--- src/rtl/sdt_pkg.sv ---
// Shared types and constants for the signed truncating divider.
// No dependencies; used by sdt_div_stage and signed_divmod_truncating.
`default_nettype none

package sdt_pkg;

  // Width of every data field on the ports.
  localparam int unsigned FIELD_W = 64;
  localparam int unsigned STATUS_W = 2;

  // Status codes carried on the result word.
  localparam logic [STATUS_W-1:0] ST_OK       = 2'd0;
  localparam logic [STATUS_W-1:0] ST_DIV_ZERO = 2'd1;
  localparam logic [STATUS_W-1:0] ST_OVERFLOW = 2'd2;

  // Sign and special-case flags that ride along with each word.
  typedef struct packed {
    logic a_neg;
    logic b_neg;
    logic b_zero;
  } ctl_t;

endpackage

`default_nettype wire

--- src/rtl/sdt_div_stage.sv ---
// One restoring-division step: resolves one quotient bit per stage.
// Depends on sdt_pkg (ctl_t).
`default_nettype none

module sdt_div_stage #(
  parameter int unsigned DATA_WIDTH = 64
) (
  input  wire                   clk_i,
  input  wire                   rst_ni,
  input  wire                   en_i,
  input  wire                   vld_i,
  input  wire  sdt_pkg::ctl_t   ctl_i,
  input  wire  [DATA_WIDTH-1:0] rem_i,
  input  wire  [DATA_WIDTH-1:0] quo_i,
  input  wire  [DATA_WIDTH-1:0] dvs_i,
  output logic                  vld_o,
  output sdt_pkg::ctl_t         ctl_o,
  output logic [DATA_WIDTH-1:0] rem_o,
  output logic [DATA_WIDTH-1:0] quo_o,
  output logic [DATA_WIDTH-1:0] dvs_o
);

  logic [DATA_WIDTH:0]   shifted;
  logic [DATA_WIDTH:0]   diff;
  logic                  qbit;
  logic [DATA_WIDTH-1:0] rem_d;
  logic [DATA_WIDTH-1:0] quo_d;

  // Bring down next dividend bit, trial subtract.
  assign shifted = {rem_i, quo_i[DATA_WIDTH-1]};
  assign diff    = shifted - {1'b0, dvs_i};
  assign qbit    = ~diff[DATA_WIDTH];
  assign rem_d   = qbit ? diff[DATA_WIDTH-1:0] : shifted[DATA_WIDTH-1:0];
  assign quo_d   = {quo_i[DATA_WIDTH-2:0], qbit};

  always_ff @(posedge clk_i or negedge rst_ni) begin
    if (!rst_ni) begin
      vld_o <= 1'b0;
    end else if (en_i) begin
      vld_o <= vld_i;
    end
  end

  always_ff @(posedge clk_i) begin
    if (en_i) begin
      ctl_o <= ctl_i;
      rem_o <= rem_d;
      quo_o <= quo_d;
      dvs_o <= dvs_i;
    end
  end

endmodule

`default_nettype wire
--- config.mk ---
export PLATFORM = sky130hd
export DESIGN_NAME = sdt_div_stage
export DESIGN_NICKNAME = d
export VERILOG_FILES = /design/src/rtl/sdt_pkg.sv /design/src/rtl/sdt_div_stage.sv
export SDC_FILE = /design/constraint.sdc
export NUM_CORES = 1
export LEC_CHECK = 0
export BUFFER_PORTS_ARGS = -buffer_cell sky130_fd_sc_hd__buf_2
export CORE_AREA = 2 2 154 156
export DETAILED_ROUTE_END_ITERATION = 12
export DIE_AREA = 0 0 156 158
export PLACE_DENSITY = 0.78
export SKIP_CTS_REPAIR_TIMING = 1
export SLEW_MARGIN = 20
export SYNTH_ARGS = -nofsm -noshare
export SYNTH_HDL_FRONTEND = slang
export SYNTH_SLANG_ARGS = --single-unit
--- constraint.sdc ---
create_clock -name clk_i -period 2.2 [get_ports clk_i]
set_input_delay 0.11 -clock clk_i [delete_from_list [all_inputs] [get_ports clk_i]]
set_output_delay 0.11 -clock clk_i [all_outputs]
set_load 0.005 [all_outputs]
After elaboration in Yosys (flattened, before gate mapping)

Index checks and enable logic that the tools add are counted.

Input bits: 199
Output and inout port bits: 196
Register bits: 196
Logic and storage cells: 10

$add $sub $neg: 1
Muxes and demuxes: 1
Bitwise gates (word level): 1

Operators with widths:

| operator                     | number |
|---|---|
| subtractor 65 x 64 -> 65 bit | 1 |
| 2-to-1 mux 64 bit            | 1 |
| inverter 1 bit               | 1 |

Depth between registers and ports, before layout

Gate-level depths: netlist (run 1).

Depth after elaboration: 2
Gate-level depth with buffers: 17
Gate-level depth less buffers: 13

Least setup slack after synthesis (run 1)

OpenSTA, ideal clock, no wires.

Path type: input to register
Start: input dvs_i[7]
End: register rem_o[57] (data pin)
Data arrival time: 2.852 ns
Buffers on the path: 5
Slack: -0.913 ns
Setup time: 0.260 ns
Data required time: 1.940 ns
Cell stages on the path: 17
Cells stage by stage: inv_1 -> ha_1 -> buf_2 -> a21oi_2 -> nor2_1 -> o41ai_4 -> o22ai_2 -> o21ai_2 -> a211oi_2 -> or3_1 -> buf_6 -> and3_1 -> buf_6 -> inv_4 -> buf_6 -> buf_8 -> mux2_4

Longest elaborated chain between the ends: 2

Ends and longest elaborated chain:

| item                         | RTL line            | source |
|---|---|---|
| start: declaration           | sdt_div_stage.sv:15 | `input wire [DATA_WIDTH-1:0] dvs_i,` |
| subtractor 65 x 64 -> 65 bit | sdt_div_stage.sv:31 | `assign diff = shifted - {1'b0, dvs_i};` |
| 2-to-1 mux 64 bit            | sdt_div_stage.sv:33 | `assign rem_d = qbit ? diff[DATA_WIDTH-1:0] : shifted[DATA_WIDTH-1:0];` |
| via rem_d[57]                | sdt_div_stage.sv:26 | `logic [DATA_WIDTH-1:0] rem_d;` |
| end signal: assignment       | sdt_div_stage.sv:47 | `rem_o <= rem_d;` |
| end: declaration             | sdt_div_stage.sv:18 | `output logic [DATA_WIDTH-1:0] rem_o,` |

The timed path passes the listed nets, and every way through them passes these cells.
A chain may end at the register's enable or synchronous reset.

Final worst setup path (run 1)

Start: input dvs_i[24]
End: register rem_o[51] (data pin)

Same word-level chain as after synthesis.

==> results of run 1 <==
## registers in the layout (all words and copies together) (netlist names)
name and flops:
ctl_o 3, dvs_o 64, quo_o 64, rem_o 64
vld_o 1
## metal layers
metal | GRT usage (%) | vias to the layer above | part of all wire, %
met3 | 5.67 | 143 | 7.2
met5 | 0 | - | 0.053
met2 | 47.9 | 577 | 51
met4 | 10.1 | 4 | 4.4
met1 | 30.6 | 5160 | 37
li1 | - | 5134 | -
## layout make-up
type	count	area (sq um)
flip-flops and latches	196	5880
fillers	1449	5270
well taps	290	363
multi-input cells	641	5020
clock inverters	14	166
inverters	88	360
diodes	5	12.5
repair buffers	797	5560
clock buffers	17	425
## final timing paths
check / from / endpoint / slack [ns] / depth (start not counted)
min in group asynchronous: rst_ni / vld_o$_DFFE_PN0P_ / 0.50 / 3
max: dvs_i[24] / rem_o[51]$_DFFE_PP_ / -0.63 / 13
min: dvs_i[25] / dvs_o[25]$_DFFE_PP_ / -0.14 / 1
min reg2reg: vld_o$_DFFE_PN0P_ / vld_o$_DFFE_PN0P_ / 0.51 / 1
max reg2reg: vld_o$_DFFE_PN0P_ / vld_o$_DFFE_PN0P_ / 1.46 / 1
max in group asynchronous: rst_ni / vld_o$_DFFE_PN0P_ / 1.60 / 3
## where the power goes
part	internal, mW	switching [mW]	leakage [nW]
Clock	1.53	1.64	0.283
Combinational	1.93	1.73	5.97
Sequential	4.62	0.118	1.92
## cells in the final DEF, fill, tap and decap left out, drive strengths merged, types with 6 or more instances in the layout
cell type and n:
and3 10, xnor2 32, a21oi 80, dlygate4sd3 149
o31ai 6, a21o 32, mux2i 9, nand2 67
clkinv 10, o21bai 13, ha 64, inv 91
nand4 22, nand3 11, nor2 46, xor2 22
nand2b 8, a211oi 7, nor2b 13, mux2 51
buf 644, a31oi 10, o21a 9, clkbuf 21
o21ai 44, edfxtp 195, nor3 14
## kinds of logic after synthesis
| family | share of synthesized area (%) |
|---|---|
| AOI/OAI and AO/OA | 14.2 |
| and+or+nand+nor | 10.3 |
| DFF | 53.1 |
| buffers and inverters | 4.72 |
| adders and majority gates | 7.41 |
| muxes | 6.03 |
| xor gates and xnor gates | 4.27 |
## synth_stat cells, drive strengths merged (3+ instances only)
cell      n
and3     10
o311ai    3
mux2i     9
o21ai    44
a21oi    80
o21bai   13
a21o     32
inv      88
mux2     51
nor3     14
a31o      5
and4      5
xnor2    32
o21a      9
nand4    22
nand2    67
and2      3
clkbuf   21
a21boi    4
buf      14
a31oi    10
nor2b    13
nand3    11
or2       5
a211oi    7
a211o     4
nor2     46
o31ai     6
ha       64
o211ai    5
nor4      4
nand2b    8
edfxtp  195
xor2     22
or3       4
## per-stage QoR
stage               hold slack (ns)  power [mW]  TNS (ns)  cells
floorplan                    -0.186        6.35    -43.79    960
global placement             -0.116        7.86    -57.95   1854
detailed placement           -0.113        7.96    -63.60   1854
CTS                          -0.596        11.1    -34.31   1885
global route                 -0.156        12.0    -41.94   2046
finish                       -0.140        11.6    -33.62   2048
==> flow_summary_export.csv, run 1 <==
group,metric,value,unit
global_routing,grt_pass1_vias,9846,
synthesis,synth_cell_types,76,
floorplanning,rows,56,
clock_network,cts_tree,"built",
global_routing,grt_usage,26.4,%
synthesis,ys_ff_latch,196,
clock_network,root_buffer,"clkbuf_16",
critical_path,start_kind,"input pin",
critical_path,critPathArrivalTime,3.02,ns
synthesis,avgSynthCellArea,11.5,sq um
floorplanning,coreArea,23100,sq um
critical_path,crit_family,"simple AND/OR/NAND/NOR gates",
global_routing,gr-total-overflow,0,
placement,pre_cts_slack,-1.05,ns
critical_path,crit_path_max_fanout,5,
sta,final-setup-viol-count,65,
synthesis,synth_edf_count,195,
sta,post-route-period-util,129,%
routing,post_drt_wl_per_cell,19.2,um
critical_path,path_class,"input pin to register",
critical_path,cp_slowest_cell,"or4b_4",
routing,drt_first_pass_iters,6,
critical_path,end_kind,"register",
global_routing,grt_pass1_wl,50500,um
critical_path,path_cells,"buf_2, inv_2, ha_4, a21oi_2, nor2_1, or4b_4, or4b_4, and4_2, o21ai_2, buf_4, a31oi_2, or3_1, a31o_4",
synthesis,yosysTopAreaCellShare,52.8,%
critical_path,crit_buf_inv,3,
synthesis,async_flop_share,0.510,%
synthesis,synth_area_leaders,"edfxtp_1, ha_1, mux2_2",
critical_path,worstPathRequired,2.39,ns
run_status,violations,"hold timing, setup timing",
floorplanning,die_w,156,um
placement,place_congestion,0.933,
cells_and_area,fin_nets,2005,
global_routing,antenna_found_initial,6,
sta,maxSlewViolCount,0,
routing,drt-total-wl,39400,um
sta,fmax,354,MHz
pwr,peakVddDrop,0.505,mV
clock_network,h-tree-depth,4,
floorplanning,dieArea,24600,sq um
routing,vias,11000,
placement,placed_area,15300,sq um
routing,drcViolationCount,0,
floorplanning,ios,395,
synthesis,ys_seq_area_share,53.1,%
sta,skew,0,ns
clock_network,clock_path_buffers,2,
floorplanning,fp.dieH,158,um
sta,fin_ws,-0.628,ns
sta,fin_crit,2.83,ns
critical_path,critPathMaxStageDelay,0.52,ns
clock_network,cts-buffers-inserted,17,
synthesis,synthCells,960,
synthesis,yosys_warnings,0,
sta,whs,-0.140,ns
sta,worst_pin_slew,0.494,ns
global_routing,grt_max_degree,66,
worst_hold_path,hold_path_class,"input pin to register",
routing,drt_iter0_drc,917,
cells_and_area,fin_util,77.1,%
clock_network,cts_sinks,196,
synthesis,yosysTopAreaCell,"edfxtp_1",
routing,drtAntennaViolNets,0,
run_status,status,"complete, but fails checks",
sta,hold_viol_final,5,
synthesis,syn_nets,1224,
sta,slew_headroom,66.9,%
sta,rsz0062_at_grt,"yes",
placement,portBuffers,394,
floorplanning,initial_core_util,48.1,%
clock_network,clk_pin_slew,0.08,ns
cells_and_area,fin_area,17800,sq um
job,cap_violations,0,
cells_and_area,area_growth,60.5,%
clock_network,clk_latency,0.44,ns
synthesis,netlist_area,11100,sq um
pwr,p_leak,8.17,nW
pwr,power.density,650,nW/um^2
placement,dp_hpwl,27200,um
routing,post_drt_via_cell_ratio,5.38,
synthesis,synth_flop_cell,"edfxtp_1",
cells_and_area,final_layout_size_suffix_gt1_share,45.6,%
critical_path,cp_common_cell,"or4b_4",
Power figures use the tool's default switching activity.
==> run 2: changes to the inputs <==
--- a/config.mk
+++ b/config.mk
@@ -9,6 +9,7 @@
 export CORE_AREA = 2 2 154 156
 export DETAILED_ROUTE_END_ITERATION = 12
 export DIE_AREA = 0 0 156 158
+export MAX_ROUTING_LAYER = met4
 export PLACE_DENSITY = 0.78
 export SKIP_CTS_REPAIR_TIMING = 1
 export SLEW_MARGIN = 20
==> flow_summary_export.csv, run 2 (synthesized netlist as in run 1, its figures left out) <==
group,metric,value,unit
sta,whs,-0.00132,ns
clock_network,cts_tree,"built",
placement,portBuffers,394,
global_routing,grt_pass1_vias,9937,
sta,post-route-period-util,126,%
routing,post_drt_wl_per_cell,19.0,um
clock_network,h-tree-depth,4,
global_routing,antenna_found_initial,3,
cells_and_area,mostFrequentLayoutCells,"buf_2, buf_4, edfxtp_1, dlygate4sd3_1, inv_1",
global_routing,grt_max_degree,53,
pwr,p_int,8.14,mW
clock_network,clock_path_buffers,2,
critical_path,crit_path_max_fanout,4,
run_status,status,"complete, but fails checks",
cells_and_area,fin_nets,2017,
sta,fin_ws,-0.581,ns
sta,maxSlewViolCount,0,
floorplanning,ios,395,
routing,drcViolationCount,0,
run_status,violations,"hold timing, setup timing",
pwr,p_switching,3.50,mW
critical_path,worstPathRequired,2.40,ns
cells_and_area,fillers,1384,
sta,rsz0062_at_grt,"yes",
global_routing,gr-usage-met2,47.8,%
pwr,p_leak,8.27,nW
clock_network,clk_pin_slew,0.09,ns
placement,place_congestion,0.943,
global_routing,gr-total-overflow,0,
floorplanning,initial_core_util,48.1,%
floorplanning,coreArea,23100,sq um
cells_and_area,final_layout_size_suffix_gt1_share,46.3,%
sta,hold_viol_final,1,
cells_and_area,multi_input_area,5140,sq um
routing,vias,11000,
pwr,seq_power_share,40.7,%
sta,fin_tns_setup,-30.77,ns
sta,fin_crit,2.78,ns
routing,post_drt_via_cell_ratio,5.34,
routing,drt-total-wl,39200,um
pwr,power.density,645,nW/um^2
routing,drt_first_pass_iters,5,
critical_path,end_kind,"register",
sta,final-setup-viol-count,65,
worst_hold_path,hold_path_class,"input pin to register",
floorplanning,rows,56,
routing,drt_iter0_drc,794,
clock_network,cts_sinks,196,
job,cap_violations,0,
placement,dp_hpwl,26900,um
pwr,sw_frac_of_total,30.0,%
cells_and_area,seq_area,5880,sq um
cells_and_area,fin_util,78.3,%
global_routing,grt_usage,27.2,%
clock_network,root_buffer,"clkbuf_16",
floorplanning,dieArea,24600,sq um
sta,skew,0,ns
pwr,combPwrFrac,31.9,%
sta,worst_pin_slew,0.485,ns
cells_and_area,final_common_cell,"buf_2",
pwr,peakVddDrop,0.504,mV
cells_and_area,reg_top3,"dvs_o (64), quo_o (64), rem_o (64)",
pwr,fin_total_pwr,11.6,mW
sta,fmax,360,MHz
critical_path,path_class,"input pin to register",
critical_path,start_kind,"input pin",
critical_path,critPathArrivalTime,2.98,ns
pwr,clkPwrFrac,27.4,%
clock_network,clk_latency,0.44,ns
floorplanning,fp.dieH,158,um
cells_and_area,area_growth,62.9,%
floorplanning,die_w,156,um
global_routing,grt.busiest_layer,"met2",
clock_network,cts-buffers-inserted,17,
global_routing,grt_use_met3,5.53,%
global_routing,met1_usage,31.0,%
sta,slew_headroom,66.8,%
routing,drtAntennaViolNets,0,
global_routing,grt_pass1_wl,50500,um
==> run 2: cell types whose count changed in the layout (fill, tap and decap cells not counted), moves of 3 or more <==
| cell | change |
|---|---|
| a21oi_2 | +4 |
| inv_6 | +4 |
| a21oi_1 | -5 |
| ha_1 | -3 |
| buf_6 | +4 |
| clkinv_4 | -3 |
| ha_4 | +4 |
| dlygate4sd3_1 | +8 |
==> run 2: worst paths after layout <==
kind | startpoint | to | slack (ns) | depth (start not counted)
max in group asynchronous | rst_ni | vld_o$_DFFE_PN0P_ | 1.59 | 3
worst max register to register | vld_o$_DFFE_PN0P_ | vld_o$_DFFE_PN0P_ | 1.46 | 1
min in group asynchronous | rst_ni | vld_o$_DFFE_PN0P_ | 0.51 | 3
worst max-delay path | dvs_i[25] | rem_o[51]$_DFFE_PP_ | -0.58 | 14
worst min-delay path | rem_i[13] | rem_o[14]$_DFFE_PP_ | -0.001 | 2
worst min register to register | vld_o$_DFFE_PN0P_ | vld_o$_DFFE_PN0P_ | 0.52 | 1
==> run 2: through the flow <==
step / hold slack, ns / cells / area (sq um) / setup WS, ns
global placement: -0.116 / 1853 / 15300 / -0.965
floorplan: -0.186 / 960 / 11300 / -0.803
detailed placement: -0.112 / 1853 / 15300 / -1.05
CTS: -0.590 / 1885 / 15900 / -0.604
finish: -0.00132 / 2060 / 18100 / -0.581
global route: 0.0124 / 2059 / 18100 / -0.668
==> run 2: routing by layer <==
metal	routed length, um	part of all wire [%]	vias to the layer above
li1	-	-	5161
met1	14600	37	5198
met2	20200	51	519
met3	2780	7.1	120
met4	1690	4.3	0
met5	0	0	-
==> run 2: final cells by class <==
type | count | area share, %
clock inverters | 14 | 0.956
clock buffers | 18 | 2.38
diodes | 4 | 0.0554
inverters | 88 | 1.98
multi-input cells | 641 | 28.5
well taps | 290 | 2.01
flip-flops and latches | 196 | 32.6
repair buffers | 809 | 31.6
==> run 2: power groups by stage <==
stage	logic, mW	clock network [mW]	registers [mW]
after detailed placement	3.14	0	4.81
after global placement	3.07	0	4.80
after floorplan	1.48	0	4.87
after CTS	3.16	3.23	4.73
final	3.71	3.19	4.74
after global routing	3.98	3.36	4.78
==> run 2: worst max-delay path, stage by stage <==
cell and delay [ns]:
buf_6 0.09, inv_2 0.06, ha_4 0.21, buf_4 0.14, nand2_1 0.10, nor2_1 0.07
or4b_4 0.52, or4b_4 0.50, and4_4 0.18, o21ai_2 0.16, buf_4 0.13, a31oi_2 0.11
or3_1 0.35, a31o_4 0.23
